$ cat config.mk
export PLATFORM = sky130hd
export DESIGN_NAME = rlag_div
export DESIGN_NICKNAME = d
export VERILOG_FILES = /design/src/hdl/rlag_pkg.sv /design/src/hdl/rlag_div.sv
export SDC_FILE = /design/constraint.sdc
export NUM_CORES = 1
export LEC_CHECK = 0
export BUFFER_PORTS_ARGS = -buffer_cell sky130_fd_sc_hd__buf_2
export CORE_MARGIN = 2
export CORE_UTILIZATION = 40
export CTS_CLUSTER_SIZE = 12
export DETAILED_ROUTE_END_ITERATION = 8
export PLACE_DENSITY = 0.78
export SLEW_MARGIN = 30
export SYNTH_ARGS = -nofsm -noshare
export SYNTH_HDL_FRONTEND = slang
export SYNTH_SLANG_ARGS = --single-unit
$ cat constraint.sdc
create_clock -name clock -period 2.6 [get_ports clock]
set_clock_uncertainty 0.2 [all_clocks]
set_input_delay 0.13 -clock clock [delete_from_list [all_inputs] [get_ports clock]]
set_output_delay 0.13 -clock clock [all_outputs]
set_load 0.05 [all_outputs]
$ cat src/hdl/rlag_pkg.sv
`timescale 1ns / 1ps
// ----------------------------------------------------------------------------
// rlag_pkg
// Shared types and constants of the windowed robust lag estimator.
// ----------------------------------------------------------------------------
package rlag_pkg;

   localparam int MAX_WINDOW = 128;
   localparam int ADDR_W     = $clog2(MAX_WINDOW);
   localparam int CNT_W      = 8;
   localparam int LAG_BITS   = 32;
   localparam int SUM_W      = LAG_BITS + ADDR_W;
   localparam int ACC_W      = 64;

   localparam logic [29:0]      NSEC_PER_SEC      = 30'd1000000000;
   localparam logic [CNT_W-1:0] WINDOW_RESET      = 8'd100;
   localparam logic [CNT_W-1:0] MIN_SAMPLES_RESET = 8'd10;
   localparam logic [CNT_W-1:0] WINDOW_MIN        = 8'd2;
   localparam logic [CNT_W-1:0] WINDOW_MAX        = CNT_W'(MAX_WINDOW);

   localparam logic [7:0] CSR_WINDOW_SIZE = 8'd0;
   localparam logic [7:0] CSR_MIN_SAMPLES = 8'd1;

   localparam logic ACTION_PING     = 1'b0;
   localparam logic ACTION_RESPONSE = 1'b1;

   typedef struct packed {
      logic        action;
      logic [31:0] stamp_sec;
      logic [29:0] stamp_nsec;
      logic [31:0] now_sec;
      logic [29:0] now_nsec;
   } req_type;

   typedef struct packed {
      logic [LAG_BITS-1:0] lag_estimate;
      logic                estimate_valid;
      logic                sample_accepted;
      logic [CNT_W-1:0]    sample_count;
   } rsp_type;

   typedef struct packed {
      logic clear;
      logic shift;
   } cell_ctl_type;

endpackage

$ cat src/hdl/rlag_div.sv
`timescale 1ns / 1ps
// ----------------------------------------------------------------------------
// rlag_div
// Restoring divider: 64-bit dividend by sample count, one bit per cycle.
// ----------------------------------------------------------------------------
module rlag_div (
   input  logic                          clock,
   input  logic                          reset,
   input  logic                          start,
   input  logic [rlag_pkg::ACC_W-1:0]    dividend,
   input  logic [rlag_pkg::CNT_W-1:0]    divisor,
   output logic                          done,
   output logic [rlag_pkg::ACC_W-1:0]    quotient
);

   localparam int STEP_W = $clog2(rlag_pkg::ACC_W);

   logic                         busy_ff;
   logic                         done_ff;
   logic [STEP_W-1:0]            step_ff;
   logic [rlag_pkg::ACC_W-1:0]   quo_ff;
   logic [rlag_pkg::CNT_W-1:0]   rem_ff;
   logic [rlag_pkg::CNT_W:0]     trial;
   logic                         fits;

   assign trial = {rem_ff, quo_ff[rlag_pkg::ACC_W-1]};
   assign fits  = trial >= {1'b0, divisor};

   always_ff @(posedge clock) begin
      if (reset) begin
         busy_ff <= 1'b0;
         done_ff <= 1'b0;
      end else begin
         done_ff <= 1'b0;
         if (start) begin
            busy_ff <= 1'b1;
         end else if (busy_ff && step_ff == STEP_W'(rlag_pkg::ACC_W - 1)) begin
            busy_ff <= 1'b0;
            done_ff <= 1'b1;
         end
      end
   end

   always_ff @(posedge clock) begin
      if (start) begin
         quo_ff  <= dividend;
         rem_ff  <= '0;
         step_ff <= '0;
      end else if (busy_ff) begin
         step_ff <= step_ff + 1'b1;
         quo_ff  <= {quo_ff[rlag_pkg::ACC_W-2:0], fits};
         rem_ff  <= fits ? rlag_pkg::CNT_W'(trial - {1'b0, divisor})
                         : rlag_pkg::CNT_W'(trial);
      end
   end

   assign done     = done_ff;
   assign quotient = quo_ff;

endmodule

==> Implementation_results.wiki <==
{| class="wikitable"
! Metric !! Value
|-
| Power, Total || 3.55 mW
|-
| Arrival time worst endpoint || between 2 and 2.5 ns
|-
| Synth Flop Type || sky130_fd_sc_hd__edfxtp_1
|-
| Vias in the first global route || around 3100
|-
| Global-route congestion overflow total || 0
|-
| Multi-input gate area in the final layout || 0.00143 mm²
|-
| Vertical die dimension || just over 100 µm
|-
| Number of enable-type register cells in the synthesized netlist || between 60 and 70
|-
| Dominant cell type by area after synthesis || sky130_fd_sc_hd__edfxtp_1
|-
| Placed instance count || 534
|-
| Chip width || ~100 µm
|-
| Area enclosed by the die boundary || a little over 0.01 mm²
|-
| Headroom to the max-slew limit || 0.597
|-
| Effective utilization at floorplan || 0.410
|-
| Final antenna-violating net count || 0
|-
| Crit Reg-Reg Endpoint || quotient[0]
|-
| Reg2reg start || quotient[63]
|-
| Hpwl dp || 5.80 mm
|-
| I/O Buffers || 139
|-
| Synth warn || 0
|-
| Distinct cell type count of the synthesized netlist || 44
|-
| Area used by sequential logic in the layout || about 0.0022 mm²
|-
| Number of H-tree branching levels || 3
|-
| Synth area leaders || sky130_fd_sc_hd__edfxtp_1 (51%), sky130_fd_sc_hd__mux2_2 (19%), sky130_fd_sc_hd__dfxtp_1 (8.4%)
|-
| Pre-CTS setup slack || 0.210 ns
|-
| Clock transition time at the flip-flop clock pins of the worst setup and hold paths || 0.07 ns
|-
| Worst endpoint required time || 2.48 ns
|-
| Cell depth of the worst flop-to-flop path || 8
|-
| Dominant cell by count in the synthesized netlist || sky130_fd_sc_hd__edfxtp_1
|-
| Global-route wire length before repair || between 10 and 15 mm
|-
| Vias post-DR || 3007
|-
| Number of fill cells in the layout || 720
|-
| Share of the clock period used by the worst path || 0.920
|-
| Power density cells || 640 mW/mm²
|-
| Number of sinks on the clock net || 80
|-
| Skew-Pair Late Insertion Delay || 0.34 ns
|-
| Crit path launch type || input port
|-
| Setup WS post-layout || about 0.21 ns
|-
| Flop2flop setup slack || 0.24 ns
|-
| Hold Startpoint || divisor[1]
|-
| Aggregate global-route resource usage || 0.184
|-
| DR pass1 iterations || 4
|-
| Biggest fanout along the worst timing path || 11
|-
| Type of element capturing the critical path || flip-flop
|-
| Fraction of the yosys area taken by sequential cells || 0.591
|-
| Leading cell types by count after synthesis || sky130_fd_sc_hd__edfxtp_1 (64), sky130_fd_sc_hd__mux2_2 (63), sky130_fd_sc_hd__nor2_1 (18)
|-
| Avg Synthesized Cell Area || roughly 14 µm²
|-
| Detailed Route Iter0 Violations || ~120
|-
| Final net count || 567
|-
| Max-cap violations || 0
|-
| Register bit total from synthesis || 80
|-
| Largest net degree at the start of global routing || between 70 and 80
|-
| RSZ-0062 raised after global routing || false
|-
| Area grow syn2layout || 46.3%
|-
| Cell Area, Synth || 0.00379 mm²
|-
| Vias/cell || 4.87
|-
| Total number of placement rows || 35
|-
| Worst hold path cell count || 3
|-
| Fin Setup TNS || 0 ns
|-
| Drt drc || 0
|-
| Post-route minimum period || 2.39 ns
|-
| Category of the most critical setup path || in2reg
|-
| Post-synthesis net count || 355
|-
| Area fraction of the dominant cell type after synthesis || 0.507
|-
| Run status || complete, no violations
|-
| Clock tree from TritonCTS || yes
|-
| Gate Count Post-Synth || 270
|-
| Maximum operating frequency || 418 MHz
|-
| Core ar. || ~0.0092 mm²
|-
| Boundary pin count || 140
|-
| Endpoints failing setup || 0
|-
| Leakage power summed over all cells || 2.30 nW
|-
| Number of buffers on the longest clock path || 2
|-
| Maximum resistive drop on vdd || about 0.43 mV
|-
| Share of layout cells above drive strength 1 || 0.470
|-
| Destination of the worst hold path || rem_ff[1]
|-
| Async set or reset register ratio after synthesis || 0
|-
| Final-report max-slew violation count || 0
|-
| Antenna violations before repair || 1
|-
| Final instance count without filler cells || 618
|-
| Buffer type at the clock tree root || sky130_fd_sc_hd__clkbuf_8
|-
| Total Routed Length || about 9.5 mm
|-
| Inserted Clock Buffers || 9
|-
| Gpl congestion || 0.819
|-
| Number of failing hold endpoints at the final stage || 0
|-
| Measured slew at the worst slew-check pin || 0.603 ns
|-
| Worst min-delay path category || in2reg
|-
| Drt wl/cell || 15.4 µm
|}
==> worst max-delay path by stage <==
stage,startpoint,end,cells past startpoint,slack [ns]
6_report,divisor[0],quotient[0],9,0.21
5_1_grt,divisor[0],rem_ff[6],9,0.001
4_1_cts,divisor[0],rem_ff[6],9,0.18
3_5_place_dp,quotient[63],rem_ff[6],8,0.21
3_3_place_gp,quotient[63],rem_ff[6],8,0.29
2_1_floorplan,quotient[63],rem_ff[6],8,0.03
==> power breakdown <==
group / switching (mW) / internal [mW]
Sequential: 0.0694 / 1.54
Clock: 0.432 / 0.542
Combinational: 0.628 / 0.346
Total: 1.13 / 2.42
==> per-layer routing <==
layer / share of wire / global-route usage / vias to the layer above
met1: 0.39 / 0.202 / 1423
met5: 0 / 0 / -
met2: 0.53 / 0.337 / 119
met4: 0.028 / 0.0655 / 0
li1: - / - / 1445
met3: 0.052 / 0.0518 / 20
==> area by class of cell <==
class                      count  area share
sequential                    80       0.404
timing repair buffer         213       0.260
multi-input combinational    164       0.258
tap                          129      0.0291
clock buffer                  11      0.0237
clock inverter                 5      0.0144
inverter                      14      0.0101
antenna                        2    0.000902
==> flip-flops by register name, indices dropped and copies added (netlist names) <==
signal / count
rem_ff: 8
busy_ff: 1
quotient: 64
done: 1
step_ff: 6
==> what timing repair did <==
item                       CTS  global route
hold endpoints to repair    67             0
resized for setup            0             1
hold buffers                66             0
setup endpoints to repair    0             1
setup buffers                0             0
==> kinds of logic (layout without fill, tap and decap cells) <==
group | after synthesis | in the layout | synth area share
flip-flops | 80 | 80 | 0.591
multiplexers | 65 | 65 | 0.192
other | 0 | 2 | 0
AND/OR/NAND/NOR | 50 | 50 | 0.0657
AO/OA/AOI/OAI | 32 | 32 | 0.0680
adder cells (fa/ha/maj) | 10 | 10 | 0.0350
XOR/XNOR | 7 | 7 | 0.0162
buffers and inverters | 26 | 243 | 0.0317
==> layout by cell type (no fill, tap or decap), types with 3 or more instances in the layout <==
master	count
sky130_fd_sc_hd__dfxtp_1	16
sky130_fd_sc_hd__xor2_1	3
sky130_fd_sc_hd__xnor2_1	4
sky130_fd_sc_hd__ha_1	9
sky130_fd_sc_hd__buf_4	6
sky130_fd_sc_hd__mux2_2	63
sky130_fd_sc_hd__nand2_1	11
sky130_fd_sc_hd__nand2b_1	5
sky130_fd_sc_hd__buf_2	139
sky130_fd_sc_hd__nand4_1	3
sky130_fd_sc_hd__a21oi_1	6
sky130_fd_sc_hd__inv_1	13
sky130_fd_sc_hd__edfxtp_1	64
sky130_fd_sc_hd__dlygate4sd3_1	66
sky130_fd_sc_hd__nor2_1	18
sky130_fd_sc_hd__clkbuf_8	9
sky130_fd_sc_hd__and2_1	3
sky130_fd_sc_hd__o21ai_1	3
==> stage by stage <==
step                cell area (µm²)  hold WS, ns   util
finish                         5550       0.0737  0.601
global route                   5550       0.0896  0.600
CTS                            5540       0.0604  0.600
detailed placement             4670        0.115  0.505
global placement               4670        0.110  0.505
floorplan                      3800      0.00238      -
==> critical path, stage by stage <==
cell	delay, ns
sky130_fd_sc_hd__dlygate4sd3_1	0.54
sky130_fd_sc_hd__buf_2	0.12
sky130_fd_sc_hd__ha_1	0.32
sky130_fd_sc_hd__nor2b_1	0.15
sky130_fd_sc_hd__o21ai_1	0.09
sky130_fd_sc_hd__a311oi_2	0.25
sky130_fd_sc_hd__buf_4	0.21
sky130_fd_sc_hd__and2_1	0.33
sky130_fd_sc_hd__mux2i_1	0.12
No activity file was read; power rests on OpenSTA's default activity.
