### src/hdl/rlag_pkg.sv
`timescale 1ns / 1ps
// ----------------------------------------------------------------------------
// rlag_pkg
// Shared types and constants of the windowed robust lag estimator.
// ----------------------------------------------------------------------------
package rlag_pkg;

   localparam int MAX_WINDOW = 128;
   localparam int ADDR_W     = $clog2(MAX_WINDOW);
   localparam int CNT_W      = 8;
   localparam int LAG_BITS   = 32;
   localparam int SUM_W      = LAG_BITS + ADDR_W;
   localparam int ACC_W      = 64;

   localparam logic [29:0]      NSEC_PER_SEC      = 30'd1000000000;
   localparam logic [CNT_W-1:0] WINDOW_RESET      = 8'd100;
   localparam logic [CNT_W-1:0] MIN_SAMPLES_RESET = 8'd10;
   localparam logic [CNT_W-1:0] WINDOW_MIN        = 8'd2;
   localparam logic [CNT_W-1:0] WINDOW_MAX        = CNT_W'(MAX_WINDOW);

   localparam logic [7:0] CSR_WINDOW_SIZE = 8'd0;
   localparam logic [7:0] CSR_MIN_SAMPLES = 8'd1;

   localparam logic ACTION_PING     = 1'b0;
   localparam logic ACTION_RESPONSE = 1'b1;

   typedef struct packed {
      logic        action;
      logic [31:0] stamp_sec;
      logic [29:0] stamp_nsec;
      logic [31:0] now_sec;
      logic [29:0] now_nsec;
   } req_type;

   typedef struct packed {
      logic [LAG_BITS-1:0] lag_estimate;
      logic                estimate_valid;
      logic                sample_accepted;
      logic [CNT_W-1:0]    sample_count;
   } rsp_type;

   typedef struct packed {
      logic clear;
      logic shift;
   } cell_ctl_type;

endpackage

### src/hdl/rlag_cell.sv
`timescale 1ns / 1ps
// ----------------------------------------------------------------------------
// rlag_cell
// One sorting cell: keeps the smaller value, hands the larger one right.
// ----------------------------------------------------------------------------
module rlag_cell (
   input  logic                          clock,
   input  logic                          reset,
   input  rlag_pkg::cell_ctl_type        ctl,
   input  logic                          in_valid,
   input  logic [rlag_pkg::LAG_BITS-1:0] in_data,
   input  logic [rlag_pkg::LAG_BITS-1:0] right_value,
   output logic                          out_valid,
   output logic [rlag_pkg::LAG_BITS-1:0] out_data,
   output logic [rlag_pkg::LAG_BITS-1:0] held_value
);

   logic                          full_ff;
   logic                          out_valid_ff;
   logic [rlag_pkg::LAG_BITS-1:0] value_ff;
   logic [rlag_pkg::LAG_BITS-1:0] out_data_ff;

   always_ff @(posedge clock) begin
      if (reset) begin
         full_ff      <= 1'b0;
         out_valid_ff <= 1'b0;
      end else if (ctl.clear) begin
         full_ff      <= 1'b0;
         out_valid_ff <= 1'b0;
      end else if (ctl.shift) begin
         out_valid_ff <= 1'b0;
      end else begin
         out_valid_ff <= in_valid && full_ff;
         if (in_valid && !full_ff) begin
            full_ff <= 1'b1;
         end
      end
   end

   always_ff @(posedge clock) begin
      if (ctl.shift) begin
         value_ff <= right_value;
      end else if (in_valid) begin
         if (!full_ff) begin
            value_ff <= in_data;
         end else if (in_data < value_ff) begin
            value_ff    <= in_data;
            out_data_ff <= value_ff;
         end else begin
            out_data_ff <= in_data;
         end
      end
   end

   assign out_valid  = out_valid_ff;
   assign out_data   = out_data_ff;
   assign held_value = value_ff;

endmodule

### config.mk
export PLATFORM = sky130hd
export DESIGN_NAME = rlag_cell
export DESIGN_NICKNAME = d
export VERILOG_FILES = /design/src/hdl/rlag_pkg.sv /design/src/hdl/rlag_cell.sv
export SDC_FILE = /design/constraint.sdc
export NUM_CORES = 1
export LEC_CHECK = 0
export BUFFER_PORTS_ARGS = -buffer_cell sky130_fd_sc_hd__clkbuf_2
export CAP_MARGIN = 20
export CORE_MARGIN = 5
export CORE_UTILIZATION = 35
export CTS_BUF_LIST = sky130_fd_sc_hd__clkbuf_4
export DETAILED_ROUTE_END_ITERATION = 7
export PLACE_DENSITY_LB_ADDON = 0.3
export SYNTH_ARGS = -nofsm -noshare
export SYNTH_HDL_FRONTEND = slang
export SYNTH_SLANG_ARGS = --single-unit
### constraint.sdc
create_clock -name clock -period 8.35 [get_ports clock]
set_clock_uncertainty 0.1 [all_clocks]
set_input_delay 0 -clock clock [delete_from_list [all_inputs] [get_ports clock]]
set_output_delay 0 -clock clock [all_outputs]
set_load 0.005 [all_outputs]
==> impl_metrics.csv, run 1 <==
group,metric,value,unit
yosys,synth-seq-area-share,0.533,
timing,maxSlewViolCount,0,
die,io_pins,134,
yosys,yosys.area.top_type_share,0.522,
power_and_ir_drop,total_power,0.849,mW
timing,hold_viol_final,0,
global_routing,grt_first_pass_wirelength,15.1,mm
timing,worst-slew-pin-transition,0.953,ns
power_and_ir_drop,p_clk_frac,0.250,
power_and_ir_drop,p_leak,2.60,nW
die,start_util,0.358,
critical_path,required,8.42,ns
cts,htree_levels,3,
yosys,synth-compound-area-share,0.0517,
critical_path,crit_slowest_cell,"a21oi_4",
yosys,syn_avg_cell_area,14.4,sq um
placed_design,hpwl,6.47,mm
power_and_ir_drop,p_int,0.620,mW
detailed_routing,drt_pre_antenna_iters,4,
timing,post-route-period-util,0.393,
critical_path,r2r-end,"out_data[0]",
timing,fmax,305,MHz
power_and_ir_drop,pwr-share-comb,0.272,
cts,clockBufferDepth,2,
outcome,status,"finished, final reports clean",
detailed_routing,wl,9.73,mm
critical_path,critPathCaptureType,"register",
global_routing,grt_overflow,0,
yosys,synth_cells,255,
critical_path,critPathMaxStageDelay,0.63,ns
yosys,synth_nets,355,
power_and_ir_drop,vdd_drop_max,0.0763,mV
worst_hold_path,min_path_cells,3,
placed_design,gp_congestion,0.741,
detailed_routing,wl_per_cell,15.3,microns
layout,layout-drive-gt1-share,0.437,
cts,numCtsBuffers,9,
critical_path,path_class,"reg2reg",
yosys,ys_types,29,
cts,insertion_delay,0.42,ns
detailed_routing,drtIter0Drc,79,
critical_path,crit_fanout,17,
cts,cts.clk_slew.worst_paths,0.12,ns
layout,finalNetCount,594,
yosys,synthFlopType,"edfxtp_1",
detailed_routing,drc,0,
detailed_routing,drtAntennaViolNets,0,
critical_path,reg2reg_depth,9,
layout,n_fill_cell,877,
die,die_area,12700,sq um
layout,area_growth,53.2,%
die,rows,37,
critical_path,r2r_setup_slack,5.07,ns
timing,setup_tns,0,ns
yosys,ys_ff_latch,66,
power_and_ir_drop,p_per_area,151,nW/um^2
global_routing,grt_pass1_vias,3004,
yosys,async_flop_share,0,
yosys,synth_top_family_by_area,"multiplexers",
detailed_routing,vias,2895,
timing,rsz0062_at_grt,"false",
die,die_y,113,microns
timing,hold_ws,0.186,ns
timing,relSlewSlack,0.363,
cts,root_buffer,"clkbuf_4",
power_and_ir_drop,power_switching,0.230,mW
yosys,synth_xor_area_frac,0,
power_and_ir_drop,swShare,0.270,
power_and_ir_drop,seq_power_share,0.478,
yosys,synth_edf_count,64,
yosys,synth_fa_ha_area_frac,0.105,
yosys,synth-simple-area-share,0.0350,
cts,cts_tree,"built",
worst_hold_path,holdPathEnd,"out_data[31]",
global_routing,grt_usage,0.152,
global_routing,grt_max_degree,35,
yosys,yosysTopAreaCell,"edfxtp_1",
placed_design,portBuffers,133,
cts,cts_setup_buffers,0,
critical_path,worstSetupStartpointType,"register",
yosys,synth_commonest_cells,"64 x edfxtp_1, 34 x inv_1, 32 x mux2_2",
global_routing,antenna_found_initial,0,
critical_path,r2r-start,"held_value[2]",
critical_path,cp.arrival,3.35,ns
die,die_w,113,microns
worst_hold_path,min-delay-start,"in_valid",
timing,setup_viol,0,
detailed_routing,viasPerCell,4.56,
yosys,ys_warn_count,0,
die,design.core.area,10300,sq um
timing,period_needed,3.28,ns
yosys,syn-cell-area,3680,sq um
layout,antenna_cells,0,
job,max_cap_viol_count,0,
worst_hold_path,hold_path.class,"in2reg",
yosys,ys_top_cells_by_area,"edfxtp_1 52%, mux2_4 12%, ha_1 11%",
yosys,synthMostInstantiatedCell,"edfxtp_1",
cts,cts_sinks,66,
critical_path,path_cells,"inv_1, ha_1, a211o_1, a31oi_1, o311a_1, o41ai_2, a21oi_4, buf_4, mux2_1",
yosys,synthMuxAreaShare,0.227,
cells by family (layout without fill, tap and decap cells):
family / count (synthesis) / after routing
AOI/OAI and AO/OA: 28 / 28
adders and majority gates: 31 / 31
buffers and inverters: 41 / 285
DFF: 66 / 66
muxes: 64 / 64
and+or+nand+nor: 25 / 25
placed cells by master (no fill, tap or decap), drive strengths merged:
cell         instances
clkinv               2
nor2                 5
a21oi               13
nand4                5
mux2                64
o311a                1
a31oi                1
nand2                8
clkinvlp             4
o41ai                1
o211ai               1
nand3                2
dfxtp                2
nand2b               3
a221oi               1
nor4                 1
a211o                2
bufinv               1
a21o                 1
ha                  31
inv                 34
a211oi               3
edfxtp              64
dlygate4sd3        100
clkbuf             142
o21ai                4
buf                  2
or4                  1
through the flow:
stage | instances | util | area (sq um) | worst slack, ns
floorplan | 255 | - | 3680 | 5.53
global placement | 519 | 0.437 | 4500 | 5.11
detailed placement | 519 | 0.437 | 4500 | 5.05
CTS | 635 | 0.548 | 5630 | 5.03
global route | 635 | 0.548 | 5630 | 4.90
finish | 635 | 0.548 | 5630 | 5.07
power groups by stage:
stage	clock (mW)	combinational, mW	sequential (mW)
detailed placement	0	0.189	0.414
finish	0.212	0.231	0.406
floorplan	0	0.127	0.413
global route	0.235	0.254	0.409
CTS	0.220	0.230	0.406
global placement	0	0.185	0.413
repair_timing:
item                      4_1_cts  5_1_grt
hold endpoints to repair       66        0
hold buffers                  100        0
resized for setup               0        0
how the worst max path moves through the flow:
stage	from	endpoint	slack (ns)
global route	held_value[30]	out_data[12]	4.90
global placement	held_value[2]	out_data[0]	5.11
CTS	held_value[2]	out_data[0]	5.03
finish	held_value[2]	out_data[0]	5.07
detailed placement	held_value[2]	out_data[0]	5.05
floorplan	held_value[2]	held_value[0]	5.53
critical path: cells and delay by family (launching register included):
family / cells / cell delay [ns]
buffers and inverters: 2 / 0.52
flip-flops: 1 / 0.44
adder cells (fa/ha/maj): 1 / 0.23
AO/OA/AOI/OAI: 5 / 1.38
multiplexers: 1 / 0.35
layout make-up:
class	instances	area, sq um	area share
well taps	136	170	0.0302
clock buffers	9	67.6	0.0120
flip-flops and latches	66	1960	0.348
repair buffers	235	1680	0.298
inverters	34	128	0.0227
multi-input cells	148	1560	0.276
clock inverters	7	70.1	0.0124
state kept, by name, indices dropped and copies added (netlist names):
name	count
held_value	32
out_data	32
full_ff	1
out_valid	1
layer usage:
metal | track usage | vias to the layer above | wire length [microns]
li1 | - | 1433 | -
met1 | 0.173 | 1354 | 3950
met2 | 0.271 | 94 | 5010
met3 | 0.0388 | 14 | 571
met4 | 0.0609 | 0 | 196
met5 | 0 | - | 0
(Power assumes the default switching activity.)
==> inputs of run 2 (changes only) <==
Clock period 8.35 ns to 3 ns, I/O delays scaled along.
==> impl_metrics.csv, run 2 (synthesized netlist as in run 1, its figures left out) <==
group,metric,value,unit
placed_design,hpwl,6.63,mm
worst_hold_path,hold_path.class,"in2reg",
die,die_y,113,microns
power_and_ir_drop,p_leak,2.61,nW
global_routing,antenna_found_initial,0,
detailed_routing,wl_per_cell,15.2,microns
detailed_routing,drc,0,
placed_design,portBuffers,133,
die,die_w,113,microns
timing,hold_ws,0.132,ns
die,die_area,12700,sq um
layout,most-common-layout-cells,"133 x clkbuf_2, 99 x dlygate4sd3_1, 64 x edfxtp_1",
job,max_cap_viol_count,0,
detailed_routing,drt_pre_antenna_iters,4,
cts,post_cts_resized,0,
layout,area_growth,53.0,%
cts,numCtsBuffers,9,
timing,fmax,353,MHz
critical_path,crit_slowest_cell,"or4_1",
critical_path,cp.arrival,2.88,ns
detailed_routing,wl,9.69,mm
placed_design,post-place-ws,0.166,ns
global_routing,grt_first_pass_wirelength,15.4,mm
global_routing,grt_usage,0.156,
power_and_ir_drop,vdd_drop_max,0.190,mV
die,io_pins,134,
cts,postCtsHoldBufs,99,
timing,worst_slack,0.163,ns
placed_design,gp_congestion,0.748,
global_routing,use_met1,0.176,
layout,register_area,1960,sq um
detailed_routing,drtAntennaViolNets,0,
layout,multiInputGateArea,1560,sq um
critical_path,required,3.04,ns
timing,period_needed,2.84,ns
cts,htree_levels,3,
timing,post-route-period-util,0.946,
layout,antenna_cells,0,
die,start_util,0.358,
timing,worst-slew-pin-transition,0.974,ns
global_routing,grt-busiest-layer,"met2",
detailed_routing,drtIter0Drc,83,
timing,setup_viol,0,
timing,rsz0062_at_grt,"false",
global_routing,use_met2,0.277,
worst_hold_path,min-delay-start,"in_valid",
die,rows,37,
critical_path,critPathCaptureType,"register",
timing,hold_viol_final,0,
timing,setup_tns,0,ns
timing,maxSlewViolCount,0,
critical_path,r2r-start,"held_value[30]",
critical_path,worstSetupStartpointType,"register",
critical_path,critPathMaxStageDelay,0.57,ns
global_routing,use_met3,0.0318,
global_routing,grt_max_degree,34,
critical_path,path_cells,"inv_1, ha_1, nand4_2, or4_1, nor2_1, a211oi_1, a211o_1, buf_4",
critical_path,path_class,"reg2reg",
cts,root_buffer,"clkbuf_4",
critical_path,cp-startpoint,"held_value[30]",
cts,clockBufferDepth,2,
timing,relSlewSlack,0.349,
cts,cts_tree,"built",
detailed_routing,viasPerCell,4.57,
cts,cts_sinks,66,
layout,layout.cells.non_filler,637,
placed_design,dp.cells,522,
layout,layout.cells.most_common,"clkbuf_2",
outcome,status,"finished, final reports clean",
global_routing,grt_pass1_vias,3204,
die,design.core.area,10300,sq um
cts,cts.clk_slew.worst_paths,0.11,ns
layout,n_fill_cell,887,
detailed_routing,vias,2914,
layout,layout-drive-gt1-share,0.437,
power_and_ir_drop,p_per_area,405,nW/um^2
cts,insertion_delay,0.41,ns
critical_path,crit_fanout,21,
cts,cts_setup_buffers,0,
global_routing,grt_overflow,0,
layout,finalNetCount,596,
power_and_ir_drop,total_power,2.28,mW
run 2: cell count changes in the layout (fill, tap and decap cells not counted):
cell and delta:
clkinvlp_4 -4, buf_4 +2, clkbuf_4 +2, clkinv_1 +2
buf_12 +1, bufinv_16 -1, clkinv_2 +1, dlygate4sd3_1 -1
run 2: layout make-up:
class                      count  share of cell area
clock buffer                  11              0.0147
clock inverter                 5             0.00400
inverter                      34              0.0227
multi-input combinational    148               0.276
sequential                    66               0.349
tap                          136              0.0302
timing repair buffer         237               0.303
run 2: power breakdown:
group	total, mW	switching, mW	internal (mW)	leakage (nW)
logic	0.654	0.262	0.392	1.91
registers	1.13	0.0383	1.09	0.634
clock network	0.498	0.318	0.180	0.0655
total	2.28	0.618	1.66	2.61
run 2: path summary, 6_finish.rpt:
path / endpoint / slack [ns] / cells past startpoint
worst max-delay path: held_value[4] / 0.16 / 8
worst min-delay path: held_value[27] / 0.13 / 3
worst max register to register: held_value[4] / 0.16 / 8
worst min register to register: out_data[31] / 0.51 / 1
run 2: metrics by stage:
step | utilization | instance area (sq um)
final | 0.547 | 5630
after CTS | 0.547 | 5630
after global routing | 0.547 | 5630
after global placement | 0.441 | 4530
after floorplan | - | 3680
after detailed placement | 0.441 | 4530
run 2: critical path, delay by kind of cell (launching register included):
family | cells | cell delay (ns)
AND/OR/NAND/NOR | 3 | 1.02
AO/OA/AOI/OAI | 2 | 0.42
flip-flops | 1 | 0.40
adder cells (fa/ha/maj) | 1 | 0.33
buffers and inverters | 2 | 0.29
run 2: routing by layer:
layer,part of all wire,vias up
li1,-,1436
met5,0,-
met4,0.021,0
met3,0.045,13
met2,0.51,82
met1,0.42,1383
==> inputs of run 3 (changes only) <==
Settings changed: CORE_UTILIZATION 35 to 44.
==> impl_metrics.csv, run 3 (synthesized netlist as in run 1, its figures left out) <==
group,metric,value,unit
die,io_pins,134,
critical_path,critPathCaptureType,"register",
placed_design,gp_congestion,0.751,
power_and_ir_drop,pwr-share-comb,0.267,
timing,maxSlewViolCount,0,
detailed_routing,wl,9.58,mm
detailed_routing,wl_per_cell,15.8,microns
timing,fmax,359,MHz
timing,post-route-period-util,0.928,
layout,area_growth,53.1,%
layout,antenna_cells,0,
layout,final_cell_area,5630,sq um
global_routing,grt_first_pass_wirelength,14.6,mm
critical_path,path_cells,"inv_1, ha_1, nand4_1, o311a_1, o41ai_2, a21oi_4, buf_4, mux2_1",
cts,cts_sinks,66,
critical_path,cp.arrival,2.84,ns
detailed_routing,viasPerCell,4.87,
power_and_ir_drop,p_per_area,434,nW/um^2
global_routing,grt_max_degree,34,
placed_design,hpwl,6.26,mm
layout,layout.cells.most_common,"clkbuf_2",
timing,setup_viol,0,
cts,post_cts_resized,0,
layout,layout-drive-gt1-share,0.438,
power_and_ir_drop,vdd_drop_max,0.217,mV
layout,multiInputGateArea,1560,sq um
placed_design,dpl_cell_area,4480,sq um
timing,relSlewSlack,0.354,
timing,worst_slack,0.215,ns
critical_path,path_class,"reg2reg",
power_and_ir_drop,p_clk_frac,0.271,
critical_path,required,3.05,ns
timing,hold_viol_final,0,
die,design.core.area,8180,sq um
detailed_routing,drtAntennaViolNets,0,
global_routing,grt_pass1_vias,3065,
outcome,status,"finished, final reports clean",
cts,clockBufferDepth,2,
cts,root_buffer,"clkbuf_4",
die,die_area,10300,sq um
detailed_routing,vias,2946,
global_routing,antenna_found_initial,0,
worst_hold_path,hold_path.class,"in2reg",
detailed_routing,drt_pre_antenna_iters,4,
cts,numCtsBuffers,9,
layout,most-common-layout-cells,"133 x clkbuf_2, 99 x dlygate4sd3_1, 64 x edfxtp_1",
timing,worst-slew-pin-transition,0.966,ns
critical_path,crit_slowest_cell,"o41ai_2",
die,rows,33,
cts,cts_setup_buffers,0,
placed_design,portBuffers,133,
detailed_routing,drc,0,
critical_path,critPathMaxStageDelay,0.47,ns
power_and_ir_drop,p_leak,2.63,nW
job,max_cap_viol_count,0,
power_and_ir_drop,p_int,1.82,mW
layout,register_area,1960,sq um
cts,htree_levels,3,
die,start_util,0.450,
die,die_y,101,microns
global_routing,grt_overflow,0,
layout,n_fill_cell,615,
cts,cts_tree,"built",
cts,insertion_delay,0.41,ns
power_and_ir_drop,swShare,0.255,
placed_design,post-place-ws,0.245,ns
timing,rsz0062_at_grt,"false",
timing,period_needed,2.79,ns
critical_path,crit_fanout,19,
die,die_w,101,microns
detailed_routing,drtIter0Drc,86,
power_and_ir_drop,power_switching,0.622,mW
layout,finalNetCount,595,
power_and_ir_drop,seq_power_share,0.462,
global_routing,grt_usage,0.188,
timing,setup_tns,0,ns
cts,cts.clk_slew.worst_paths,0.11,ns
critical_path,worstSetupStartpointType,"register",
-- run 3: cell count changes in the layout (fill, tap and decap cells not counted) --
cell,before,now
bufinv_16,0,2
buf_4,4,3
clkbuf_4,11,10
clkinv_1,2,1
clkinv_2,3,2
clkinvlp_4,0,1
-- run 3: cell type report --
cell class              count  share of cell area
clock buffers              10              0.0133
clock inverters             6              0.0144
inverters                  34              0.0227
multi-input cells         148               0.276
flip-flops and latches     66               0.348
well taps                 105              0.0233
repair buffers            236               0.302
-- run 3: routing by layer --
layer  up-vias  track usage  part of all wire
met2        90        0.344              0.52
met3        17       0.0448             0.059
met5         -            0                 0
met1      1400        0.208              0.40
li1       1439            -                 -
met4         0       0.0787             0.024
-- run 3: timing repair --
action,4_1_cts,5_1_grt
hold buffers,99,0
setup endpoints to repair,0,0
endpoints found under the hold margin,66,0
-- run 3: worst paths after layout --
| check | startpoint | to | slack (ns) | cells past startpoint |
|---|---|---|---|---|
| max | held_value[7] | out_data[0] | 0.21 | 8 |
| min | in_valid | held_value[28] | 0.16 | 3 |
| max reg2reg | held_value[7] | out_data[0] | 0.21 | 8 |
| min reg2reg | held_value[19] | out_data[19] | 0.52 | 1 |
-- run 3: per-stage QoR --
step	utilization	total power, mW	hold slack, ns	cells
4_1_cts	0.689	2.46	0.133	605
3_3_place_gp	0.549	1.67	0.0800	490
2_1_floorplan	-	1.50	-0.0272	255
3_5_place_dp	0.549	1.68	0.0803	490
6_report	0.689	2.44	0.163	605
5_1_grt	0.689	2.57	0.139	605
-- run 3: power by group through the flow --
stage / Sequential (mW) / Clock (mW) / Combinational (mW)
floorplan: 1.15 / 0 / 0.354
global placement: 1.15 / 0 / 0.521
detailed placement: 1.15 / 0 / 0.536
CTS: 1.13 / 0.680 / 0.650
global route: 1.14 / 0.723 / 0.710
finish: 1.13 / 0.662 / 0.652
-- run 3: critical path: cells and delay by family, from the launching register on --
kind            cells  cell delay [ns]
compound gates      3             0.94
mux                 1             0.34
flops               1             0.41
buf+inv             2             0.33
fa+ha+maj           1             0.31
simple gates        1             0.10
