### config.mk
export PLATFORM = sky130hd
export DESIGN_NAME = rlag_sqrt
export DESIGN_NICKNAME = d
export VERILOG_FILES = /design/src/hdl/rlag_pkg.sv /design/src/hdl/rlag_sqrt.sv
export SDC_FILE = /design/constraint.sdc
export NUM_CORES = 1
export LEC_CHECK = 0
export BUFFER_PORTS_ARGS = -buffer_cell sky130_fd_sc_hd__buf_4
export CORE_ASPECT_RATIO = 0.7
export CORE_MARGIN = 1.5
export CORE_UTILIZATION = 65
export DETAILED_ROUTE_END_ITERATION = 16
export GPL_TIMING_DRIVEN = 0
export HOLD_SLACK_MARGIN = 0.05
export PLACE_DENSITY = 0.85
export REMOVE_ABC_BUFFERS = 1
export SLEW_MARGIN = 15
export SYNTH_ARGS = -nofsm -noshare
export SYNTH_HDL_FRONTEND = slang
export SYNTH_SLANG_ARGS = --single-unit
### constraint.sdc
create_clock -name clock -period 10.85 [get_ports clock]
set_clock_uncertainty 0.15 [all_clocks]
set_input_delay 1.085 -clock clock [delete_from_list [all_inputs] [get_ports clock]]
set_output_delay 1.085 -clock clock [all_outputs]
set_load 0.02 [all_outputs]
### src/hdl/rlag_pkg.sv
`timescale 1ns / 1ps
// ----------------------------------------------------------------------------
// rlag_pkg
// Shared types and constants of the windowed robust lag estimator.
// ----------------------------------------------------------------------------
package rlag_pkg;

   localparam int MAX_WINDOW = 128;
   localparam int ADDR_W     = $clog2(MAX_WINDOW);
   localparam int CNT_W      = 8;
   localparam int LAG_BITS   = 32;
   localparam int SUM_W      = LAG_BITS + ADDR_W;
   localparam int ACC_W      = 64;

   localparam logic [29:0]      NSEC_PER_SEC      = 30'd1000000000;
   localparam logic [CNT_W-1:0] WINDOW_RESET      = 8'd100;
   localparam logic [CNT_W-1:0] MIN_SAMPLES_RESET = 8'd10;
   localparam logic [CNT_W-1:0] WINDOW_MIN        = 8'd2;
   localparam logic [CNT_W-1:0] WINDOW_MAX        = CNT_W'(MAX_WINDOW);

   localparam logic [7:0] CSR_WINDOW_SIZE = 8'd0;
   localparam logic [7:0] CSR_MIN_SAMPLES = 8'd1;

   localparam logic ACTION_PING     = 1'b0;
   localparam logic ACTION_RESPONSE = 1'b1;

   typedef struct packed {
      logic        action;
      logic [31:0] stamp_sec;
      logic [29:0] stamp_nsec;
      logic [31:0] now_sec;
      logic [29:0] now_nsec;
   } req_type;

   typedef struct packed {
      logic [LAG_BITS-1:0] lag_estimate;
      logic                estimate_valid;
      logic                sample_accepted;
      logic [CNT_W-1:0]    sample_count;
   } rsp_type;

   typedef struct packed {
      logic clear;
      logic shift;
   } cell_ctl_type;

endpackage

### src/hdl/rlag_sqrt.sv
`timescale 1ns / 1ps
// ----------------------------------------------------------------------------
// rlag_sqrt
// Integer square root, two radicand bits per cycle.
// ----------------------------------------------------------------------------
module rlag_sqrt (
   input  logic                          clock,
   input  logic                          reset,
   input  logic                          start,
   input  logic [rlag_pkg::ACC_W-1:0]    radicand,
   output logic                          done,
   output logic [rlag_pkg::LAG_BITS:0]   root
);

   logic                       busy_ff;
   logic                       done_ff;
   logic [rlag_pkg::ACC_W-1:0] v_ff;
   logic [rlag_pkg::ACC_W-1:0] r_ff;
   logic [rlag_pkg::ACC_W-1:0] bit_ff;
   logic [rlag_pkg::ACC_W-1:0] trial;

   assign trial = r_ff + bit_ff;

   always_ff @(posedge clock) begin
      if (reset) begin
         busy_ff <= 1'b0;
         done_ff <= 1'b0;
      end else begin
         done_ff <= 1'b0;
         if (start) begin
            busy_ff <= 1'b1;
         end else if (busy_ff && bit_ff == rlag_pkg::ACC_W'(1)) begin
            busy_ff <= 1'b0;
            done_ff <= 1'b1;
         end
      end
   end

   always_ff @(posedge clock) begin
      if (start) begin
         v_ff   <= radicand;
         r_ff   <= '0;
         bit_ff <= rlag_pkg::ACC_W'(1) << (rlag_pkg::ACC_W - 2);
      end else if (busy_ff) begin
         bit_ff <= bit_ff >> 2;
         if (v_ff >= trial) begin
            v_ff <= v_ff - trial;
            r_ff <= (r_ff >> 1) + bit_ff;
         end else begin
            r_ff <= r_ff >> 1;
         end
      end
   end

   assign done = done_ff;
   assign root = r_ff[rlag_pkg::LAG_BITS:0];

endmodule

==> results of run 1 <==
## metal layers
metal  vias to the layer above  track usage  share of wire
met5                         -            0              0
met4                         0      0.08539          0.016
met3                        56      0.09035           0.13
met2                       942       0.4991           0.39
met1                      7003       0.5615           0.47
li1                       7215            -              -
## per-stage QoR
stage,instances,setup slack (ps)
after global placement,2245,359.7
after floorplan,1833,2938
after CTS,2287,3214
final,2287,2922
after detailed placement,2255,3253
after global routing,2287,2627
## report_power, final
group          switching [mW]  total, mW  internal, mW
clock                   0.299      0.604         0.304
combinational            1.20       1.95         0.750
sequential              0.127      0.932         0.805
total                    1.63       3.49          1.86
## flip-flops by register name, indices dropped and copies added, names as in the netlist
| signal | count |
|---|---|
| busy_ff | 1 |
| done | 1 |
| r_ff | 64 |
| v_ff | 64 |
| bit_ff | 32 |
## cell usage after synthesis (6+ instances only)
| cell | n |
|---|---|
| edfxtp_1 | 64 |
| nor2_1 | 189 |
| o31ai_1 | 17 |
| nand4_1 | 46 |
| ha_1 | 130 |
| or3_1 | 14 |
| and4_1 | 6 |
| o211ai_1 | 24 |
| a21oi_1 | 150 |
| a31oi_1 | 54 |
| mux2i_1 | 41 |
| xnor2_1 | 76 |
| nand2_1 | 236 |
| o21bai_1 | 29 |
| o22ai_1 | 6 |
| or4_1 | 9 |
| o21ai_1 | 11 |
| o21a_1 | 18 |
| nor4_1 | 22 |
| a31o_2 | 10 |
| inv_1 | 42 |
| and3_1 | 8 |
| a211oi_1 | 39 |
| xor2_1 | 73 |
| dfxtp_1 | 98 |
| and2_1 | 12 |
| nor2b_1 | 17 |
| buf_4 | 37 |
| a32oi_1 | 6 |
| nand2b_1 | 17 |
| buf_2 | 9 |
| nand3_1 | 39 |
| o21ai_0 | 167 |
| or2_2 | 6 |
| a21o_1 | 38 |
| clkbuf_1 | 89 |
| nor3_1 | 43 |
## cells by family (layout without fill, tap and decap cells)
logic type / Yosys count / after routing
simple gates: 673 / 673
compound gates: 631 / 631
buf+inv: 181 / 184
flops: 162 / 162
xor+xnor: 149 / 149
fa+ha+maj: 131 / 131
mux: 45 / 45
## worst max-delay path, delay by kind of cell (launching register included)
kind	cells	cell delay, ps
AOI/OAI and AO/OA	11	3490
DFF	1	380
adders and majority gates	2	820
and+or+nand+nor	7	2300
xor gates and xnor gates	1	130
buffers and inverters	1	270
## worst min-delay path by stage
stage	end	slack, ps	start
global placement	r_ff[0]$_SDFFE_PP0P_	340	r_ff[0]$_SDFFE_PP0P_
CTS	r_ff[0]$_SDFFE_PP0P_	380	r_ff[0]$_SDFFE_PP0P_
detailed placement	r_ff[0]$_SDFFE_PP0P_	360	r_ff[0]$_SDFFE_PP0P_
floorplan	r_ff[52]$_SDFFE_PP0P_	330	r_ff[52]$_SDFFE_PP0P_
finish	r_ff[0]$_SDFFE_PP0P_	370	r_ff[0]$_SDFFE_PP0P_
global route	r_ff[0]$_SDFFE_PP0P_	400	r_ff[0]$_SDFFE_PP0P_
## cell type report
cell class,count,share of cell area
Timing Repair Buffer,110,0.05633
Inverter,42,0.009579
Tap cell,312,0.02372
Sequential cell,162,0.2362
Clock inverter,15,0.008591
Clock buffer,17,0.02585
Multi-Input combinational cell,1629,0.6397
==> summary.txt, run 1 <==
Status
  • Status: completed

Layout
  • Share of cells above drive strength 1: 0.09063
  • Final #Nets: 2,160
  • Ant diodes: 0
  • Design area: 16,460 um2
  • FILL cells: 1,806
  • Multi-input logic area: 10,530 um2
  • Reg area: 3887 um2
  • Final core occ: 0.7221
  • Most frequent cells in the layout: nand2_1, nor2_1, o21ai_0, a21oi_1, ha_1
  • P&R area growth vs syn: 8.157%
  • Most common cell after layout, fill and taps aside: nand2_1

Critical path
  • Startpoint type of the worst setup path: flop
  • Worst setup path endpoint: v_ff[15]$_DFFE_PP_
  • Worst path max stage delay: 760 ps
  • Worst Path Max Fanout: 33
  • Critical-path top delay cell: a311o_2
  • Crit end category: flop
  • Reg2reg end: v_ff[15]$_DFFE_PP_
  • Crit Path Class: flop to flop
  • Critical Path RT: 10,840 ps
  • RR Startpoint: r_ff[2]$_SDFFE_PP0P_
  • Critical path, cell by cell: ha_1, a31o_2, a31oi_1, o311a_1, a211oi_1, a21o_1, a21oi_1, nor3_1, nor2_1, o21ai_0, xnor2_1, ha_1, and4_1, nor3b_1, nand3_1, o21ai_0, a21boi_0, o211ai_1, a311o_2, nand2_1, nand2_4, buf_12
  • R2r worst-path depth: 22
  • R2r setup slk: 2920 ps
  • Crit path from: r_ff[2]$_SDFFE_PP0P_
  • Crit path DAT: 7920 ps

Routing
  • Iteration-0 DRC Markers: 1,990
  • Drt drc: 0
  • Drt pass-1 iters: 6
  • Vias per cell: 6.653
  • Drt wl/cell: 19.71 um
  • Routed Antenna Nets: 0
  • DRT Wirelength: 45,070 um
  • Via count: 15,216

Clocking
  • Worst-case clock buffer depth: 2
  • Htree depth: 4
  • Reg clk slew, reported paths: 70 ps
  • Root Buffer: clkbuf_16
  • CTS Buf Count: 17
  • Sink Count: 162
  • Worst-Skew Late Latency: 460 ps
  • Post-CTS Setup Inserts: 0
  • CTS tree: done
  • # hold bufs at CTS: 0
  • Post-cts resize count: 0

Logic synthesis
  • Post-Synthesis Cell Area: 15,220 um2
  • Mux contribution to synthesized area: 0.03018
  • Largest family of logic cells by synthesized area: compound AO/OA/AOI/OAI gates
  • Post-Synth Simple-Gate Area: 0.2035
  • Largest area contributor in the netlist: dfxtp_1
  • Post-synth top flop: dfxtp_1
  • Top post-synthesis cells by area: dfxtp_1, edfxtp_1, ha_1
  • Post-synthesis compound-gate area fraction: 0.2626
  • Synth warnings: 0
  • Register area share after synthesis: 0.2552
  • Xor and xnor area share after synthesis: 0.08576
  • Async set-or-reset flop fraction in the synthesized netlist: 0
  • EDFF count, synth: 64
  • Count of cell types in the netlist: 78
  • Post-Syn Instances: 1,972
  • Post-Synth Adder-Cell Area: 0.1082
  • Mean post-synth cell area: 7.717 um2
  • Share of the synthesized area in the top cell type: 0.1289
  • Seq cells post-synth: 162

Placement
  • RePlAce Congestion: 0.9909
  • Post-DP Area: 15,890 um2
  • HPWL after detailed placement: 33,640 um
  • Port-buffer cells: 100

Global route
  • Initial antenna violation count: 0
  • Largest net degree at the start of global routing: 102
  • First-pass GRT wire length: 69,470 um
  • Vias in the first global route: 13,134
  • Total Routing Usage GR: 0.3642
  • Remaining Overflow, GRT: 0

Timing
  • Crit share post-route: 0.7307
  • Tmin final: 7928 ps
  • Hold Vio Cnt, Final: 0
  • Setup TNS: 0 ps
  • RSZ-0062 raised after global routing: no
  • Hold Slack: 369.4 ps
  • Slew @ Worst Pin: 856.2 ps
  • Max_slew headroom: 0.4278
  • Finish-stage setup viols: 0
  • Max Fclk: 126.1 MHz
  • Max Slew Vio Count: 0

Floorplanning
  • Die area: 24,350 um2
  • Core area: 22,790 um2
  • Chip width: 185.9 um
  • Die Ht: 131.0 um
  • Starting Density: 0.6677
  • # IOs: 101
  • Number of cell rows: 46

Job
  • Maxcap violations: 0

Hold path
  • Worst Hold Depth: 2
  • Worst min path class: flop to flop

Power and ir drop
  • Tot Pwr: 3.486 mW
  • Max VDD drop: 131.1 uV
  • Static leakage: 6.397 nW
  • Pwr Density: 211.8 nW/um2
No activity file was read; power rests on OpenSTA's default activity.
==> inputs of run 2 (changes only) <==
Settings changed: CORE_UTILIZATION 65 to 57, PLACE_DENSITY 0.85 to 0.79.
Clock period 10.85 ns to 6.7 ns, I/O delays scaled along.
==> run 2 against run 1 <==
Against the previous run: highest routed layer unchanged; count of clock-buffer cells in the layout is 1 higher; critical path depth is 1 higher; die area is 14% higher.
==> summary.txt, run 2 (synthesis gave the netlist of run 1 again) <==
Critical path
  • Crit end category: flop
  • Startpoint type of the worst setup path: flop
  • Critical path, cell by cell: ha_1, a31o_2, a31oi_1, o311a_1, a211oi_4, a21o_1, a21oi_1, o21ai_0, a31o_2, a21oi_1, xnor2_1, ha_1, and4_1, nor3b_2, nand3_1, o21ai_0, a21boi_0, o211ai_1, buf_4, a311o_2, nand2_2, nand2_8, buf_12
  • Crit path from: r_ff[2]$_SDFFE_PP0P_
  • Worst path max stage delay: 450 ps
  • Worst Path Max Fanout: 31
  • CP bufs+invs: 2
  • Top delay family on crit path: compound AO/OA/AOI/OAI gates
  • Crit Path Class: flop to flop
  • Crit path DAT: 6450 ps
  • RR Startpoint: r_ff[2]$_SDFFE_PP0P_
  • Critical-path top delay cell: dfxtp_1
  • Critical Path RT: 6720 ps

Floorplanning
  • Starting Density: 0.5868
  • # IOs: 101
  • Die Ht: 139.7 um
  • Chip width: 198.3 um
  • Number of cell rows: 49
  • Die area: 27,700 um2
  • Core area: 25,930 um2

Power and ir drop
  • Max VDD drop: 283.8 uV
  • Static leakage: 6.452 nW
  • Pwr Density: 345.5 nW/um2

Timing
  • Hold Vio Cnt, Final: 0
  • Max Fclk: 155.5 MHz
  • RSZ-0062 raised after global routing: no
  • Tmin final: 6433 ps
  • Max Slew Vio Count: 0
  • Max_slew headroom: 0.3627
  • Setup TNS: 0 ps
  • Slew @ Worst Pin: 953.7 ps
  • Crit share post-route: 0.9601
  • Finish-stage setup viols: 0

Clocking
  • Sink Count: 162
  • CTS tree: done
  • CTS Buf Count: 17
  • Htree depth: 4
  • Worst-case clock buffer depth: 2
  • # hold bufs at CTS: 0
  • Root Buffer: clkbuf_16
  • Reg clk slew, reported paths: 80 ps
  • Worst-Skew Late Latency: 480 ps

Global route
  • Largest net degree at the start of global routing: 113
  • Initial antenna violation count: 0
  • Total Routing Usage GR: 0.3350
  • Remaining Overflow, GRT: 0
  • First-pass GRT wire length: 72,700 um
  • Vias in the first global route: 13,412

Layout
  • Ant diodes: 0
  • Most frequent cells in the layout: nand2_1, nor2_1, o21ai_0, a21oi_1, ha_1
  • Most common cell after layout, fill and taps aside: nand2_1
  • Top flop regs: r_ff x64, v_ff x64, bit_ff x32
  • Layout Cells excl Fill: 2,340
  • Final #Nets: 2,168
  • Share of cells above drive strength 1: 0.09834
  • P&R area growth vs syn: 9.464%

Routing
  • Routed Antenna Nets: 0
  • Drt pass-1 iters: 6
  • DRT Wirelength: 46,970 um
  • Vias per cell: 6.510
  • Iteration-0 DRC Markers: 1,784
  • Drt wl/cell: 20.07 um
  • Via count: 15,233
  • Drt drc: 0

Placement
  • HPWL after detailed placement: 35,120 um
  • Port-buffer cells: 100
  • Inst Count DP: 2,300
  • RePlAce Congestion: 0.9630

Status
  • Status: completed

Hold path
  • Worst min path class: input pin to flop
  • Hold_sp: reset

Job
  • Maxcap violations: 0
run 2: path summary, 6_finish.rpt:
| path | end | slack (ps) | cells after the start |
|---|---|---|---|
| worst min register to register | r_ff[0]$_SDFFE_PP0P_ | 360 | 2 |
| worst max register to register | v_ff[13]$_DFFE_PP_ | 270 | 23 |
| worst min-delay path | busy_ff$_SDFFE_PP0P_ | 210 | 2 |
| worst max-delay path | v_ff[13]$_DFFE_PP_ | 270 | 23 |
run 2: repair_timing:
| item | CTS | global route |
|---|---|---|
| endpoints found under the setup margin | 119 | 126 |
| buffers inserted | 6 | 0 |
| pin swaps | 3 | 0 |
| hold endpoints to repair | 0 | 0 |
| resized for setup | 3 | 12 |
| cloned | 1 | 1 |
run 2: area by class of cell:
type                    instances  area [um2]
multi-input cells            1631       10610
fillers                      2296        9276
flip-flops and latches        162        3889
repair buffers                116       985.9
well taps                     357       446.7
clock buffers                  18       429.2
inverters                      42       157.7
clock inverters                14       141.4
run 2: metal layers:
layer | vias to the layer above | share of wire | wire (um) | global-route usage
li1 | 7242 | - | - | -
met1 | 7068 | 0.48 | 22630 | 0.5442
met2 | 846 | 0.38 | 17710 | 0.4290
met3 | 77 | 0.12 | 5665 | 0.07392
met4 | 0 | 0.021 | 972 | 0.08437
met5 | - | 0 | 0 | 0
run 2: through the flow:
stage	total power, mW	utilization	worst slack [ps]	instance area (um2)	hold WS [ps]
after global placement	4.432	0.6070	-3692	15740	344.5
after detailed placement	4.534	0.6150	-1053	15950	349.0
final	5.756	0.6423	267.4	16660	206.8
after floorplan	3.691	-	-1212	14550	332.7
after global routing	6.119	0.6423	9.152	16660	198.0
after CTS	5.629	0.6403	67.21	16610	198.4
run 2: power breakdown:
| group | total (mW) | switching (mW) | internal [mW] |
|---|---|---|---|
| Combinational | 3.27 | 2.01 | 1.26 |
| Clock | 0.987 | 0.465 | 0.523 |
| Sequential | 1.50 | 0.195 | 1.30 |
==> inputs of run 3 (changes only) <==
Settings changed: ABC_AREA set to 1, CORE_UTILIZATION 57 to 35, PLACE_DENSITY 0.79 to not set.
==> run 3 against run 2 <==
Against the previous run: area after synthesis grew 32%; synthesized cell count grew 80%; global-route usage shrank 5.4 points; largest power group unchanged; highest routed layer unchanged.
==> summary.txt, run 3 <==
Clocking
  • CTS tree: done
  • Htree depth: 4
  • Sink Count: 162
  • # hold bufs at CTS: 0
  • Reg clk slew, reported paths: 80 ps
  • Root Buffer: clkbuf_16
  • Worst-case clock buffer depth: 2
  • CTS Buf Count: 17
  • Worst-Skew Late Latency: 490 ps

Logic synthesis
  • Mean post-synth cell area: 5.666 um2
  • Share of the synthesized area in the top cell type: 0.2228
  • Post-Syn Instances: 3,550
  • Top post-synthesis cells by area: nand2_1, dfxtp_1, edfxtp_1
  • Seq cells post-synth: 162
  • Post-Synthesis Cell Area: 20,110 um2
  • EDFF count, synth: 64
  • Most numerous cell in the Yosys netlist: nand2_1
  • Synth warnings: 0
  • Register area share after synthesis: 0.1931
  • Post-synth top cells: nand2_1, inv_1, nor2_1
  • Post-synth top flop: dfxtp_1
  • Async set-or-reset flop fraction in the synthesized netlist: 0
  • Largest area contributor in the netlist: nand2_1
  • Count of cell types in the netlist: 48

Floorplanning
  • Core area: 56,810 um2
  • Number of cell rows: 73
  • Starting Density: 0.3540
  • Die Ht: 203.6 um
  • # IOs: 101
  • Die area: 58,940 um2
  • Chip width: 289.5 um

Critical path
  • Startpoint type of the worst setup path: flop
  • Critical-path top delay cell: dfxtp_1
  • Top delay family on crit path: simple AND/OR/NAND/NOR gates
  • Crit path DAT: 6360 ps
  • Critical path, cell by cell: ha_1, nand2_1, o21ai_1, nor2_1, nand2_1, o21ai_0, o21ai_1, nand2_1, nand2_1, nand2_1, nand2_1, xnor2_1, ha_1, nand2_1, nor2_2, nand2_1, nor3_2, nand2_8, nand2_8, nand2_4, nand2_8, buf_12
  • CP most frequent cell: nand2_1
  • Crit Path Class: flop to flop
  • Crit end category: flop
  • CP bufs+invs: 1
  • Worst path max stage delay: 620 ps
  • Critical Path RT: 6710 ps
  • Worst Path Max Fanout: 40

Status
  • Status: completed

Global route
  • GRT met2 Usage: 0.3570
  • Met3 GRT Util: 0.08300
  • GR Util met1: 0.4538
  • Total Routing Usage GR: 0.2809
  • Vias in the first global route: 19,662
  • First-pass GRT wire length: 123,700 um
  • Initial antenna violation count: 1
  • Largest net degree at the start of global routing: 76
  • Remaining Overflow, GRT: 0
  • Grt peak-use layer: met1

Layout
  • FILL cells: 6,432
  • Most frequent cells in the layout: nand2_1, inv_1, nor2_1, nand3_1, a21oi_1
  • P&R area growth vs syn: 9.518%
  • Final core occ: 0.3877
  • Most common cell after layout, fill and taps aside: nand2_1
  • Multi-input logic area: 13,780 um2
  • Ant diodes: 0
  • Share of cells above drive strength 1: 0.06006
  • Top flop regs: r_ff x64, v_ff x64, bit_ff x32
  • Reg area: 3887 um2
  • Final #Nets: 3,765

Power and ir drop
  • Static leakage: 9.906 nW
  • Pwr Density: 420.5 nW/um2
  • Max VDD drop: 222.1 uV

Timing
  • Finish-stage setup viols: 0
  • Max Fclk: 157.5 MHz
  • Hold Vio Cnt, Final: 0
  • Slew @ Worst Pin: 1006 ps
  • Max_slew headroom: 0.3223
  • Final worst slack: 350.1 ps
  • RSZ-0062 raised after global routing: no
  • Tmin final: 6350 ps
  • Max Slew Vio Count: 0
  • Crit share post-route: 0.9477
  • Setup TNS: 0 ps

Routing
  • Iteration-0 DRC Markers: 2,677
  • Drt drc: 0
  • Drt pass-1 iters: 6
  • Vias per cell: 5.249
  • Routed Antenna Nets: 0
  • DRT Wirelength: 84,320 um
  • Drt wl/cell: 19.47 um
  • Via count: 22,727

Placement
  • Worst slack at placement: -1069 ps
  • HPWL after detailed placement: 68,680 um
  • Port-buffer cells: 100
  • RePlAce Congestion: 1.000

Job
  • Maxcap violations: 0

Hold path
  • Worst min path class: input pin to flop
-- run 3: layout make-up --
class,instances,share of cell area
Clock buffer,18,0.01994
Clock inverter,14,0.007100
Inverter,498,0.08509
Multi-Input combinational cell,2779,0.6254
Sequential cell,162,0.1765
Tap cell,750,0.04260
Timing Repair Buffer,109,0.04334
-- run 3: cells by family (layout without fill, tap and decap cells) --
| kind of cell | after synthesis | after routing | share of synthesized area |
|---|---|---|---|
| and+or+nand+nor | 2050 | 2052 | 0.4231 |
| buffers and inverters | 611 | 639 | 0.1259 |
| AOI/OAI and AO/OA | 499 | 499 | 0.1337 |
| DFF | 162 | 162 | 0.1931 |
| adders and majority gates | 131 | 131 | 0.08187 |
| xor gates and xnor gates | 97 | 97 | 0.04224 |
-- run 3: final timing paths --
check | from | endpoint | cells past startpoint | slack (ps)
worst min-delay path | reset | busy_ff$_SDFFE_PP0P_ | 2 | 200
worst max-delay path | r_ff[10]$_SDFFE_PP0P_ | v_ff[8]$_DFFE_PP_ | 22 | 350
worst max register to register | r_ff[10]$_SDFFE_PP0P_ | v_ff[8]$_DFFE_PP_ | 22 | 350
worst min register to register | r_ff[0]$_SDFFE_PP0P_ | r_ff[0]$_SDFFE_PP0P_ | 2 | 350
-- run 3: timing repair --
item	CTS	global route
resized for setup	4	4
setup endpoints to repair	86	64
cloned	1	1
pin swaps	1	2
setup buffers	0	2
-- run 3: layer usage --
metal / part of all wire / routed length (um) / vias up
met5: 0 / 0 / -
met4: 0.0087 / 735 / 0
met3: 0.11 / 9490 / 42
met2: 0.36 / 30180 / 953
met1: 0.52 / 43910 / 10323
li1: - / - / 11409
-- run 3: through the flow --
| stage | hold slack (ps) | power [mW] | area (um2) | cells |
|---|---|---|---|---|
| floorplan | 328.5 | 5.944 | 19450 | 3437 |
| global placement | 333.1 | 7.877 | 21140 | 4287 |
| detailed placement | 339.6 | 7.948 | 21350 | 4294 |
| CTS | 182.1 | 9.086 | 21990 | 4327 |
| global route | 184.5 | 10.01 | 22030 | 4330 |
| finish | 196.0 | 9.263 | 22030 | 4330 |
-- run 3: report_power, final --
part / internal, mW / switching [mW] / total (mW) / leakage (nW)
clock: 0.513 / 0.552 / 1.06 / 0.296
sequential: 1.44 / 0.422 / 1.86 / 1.44
combinational: 2.10 / 4.24 / 6.34 / 8.17
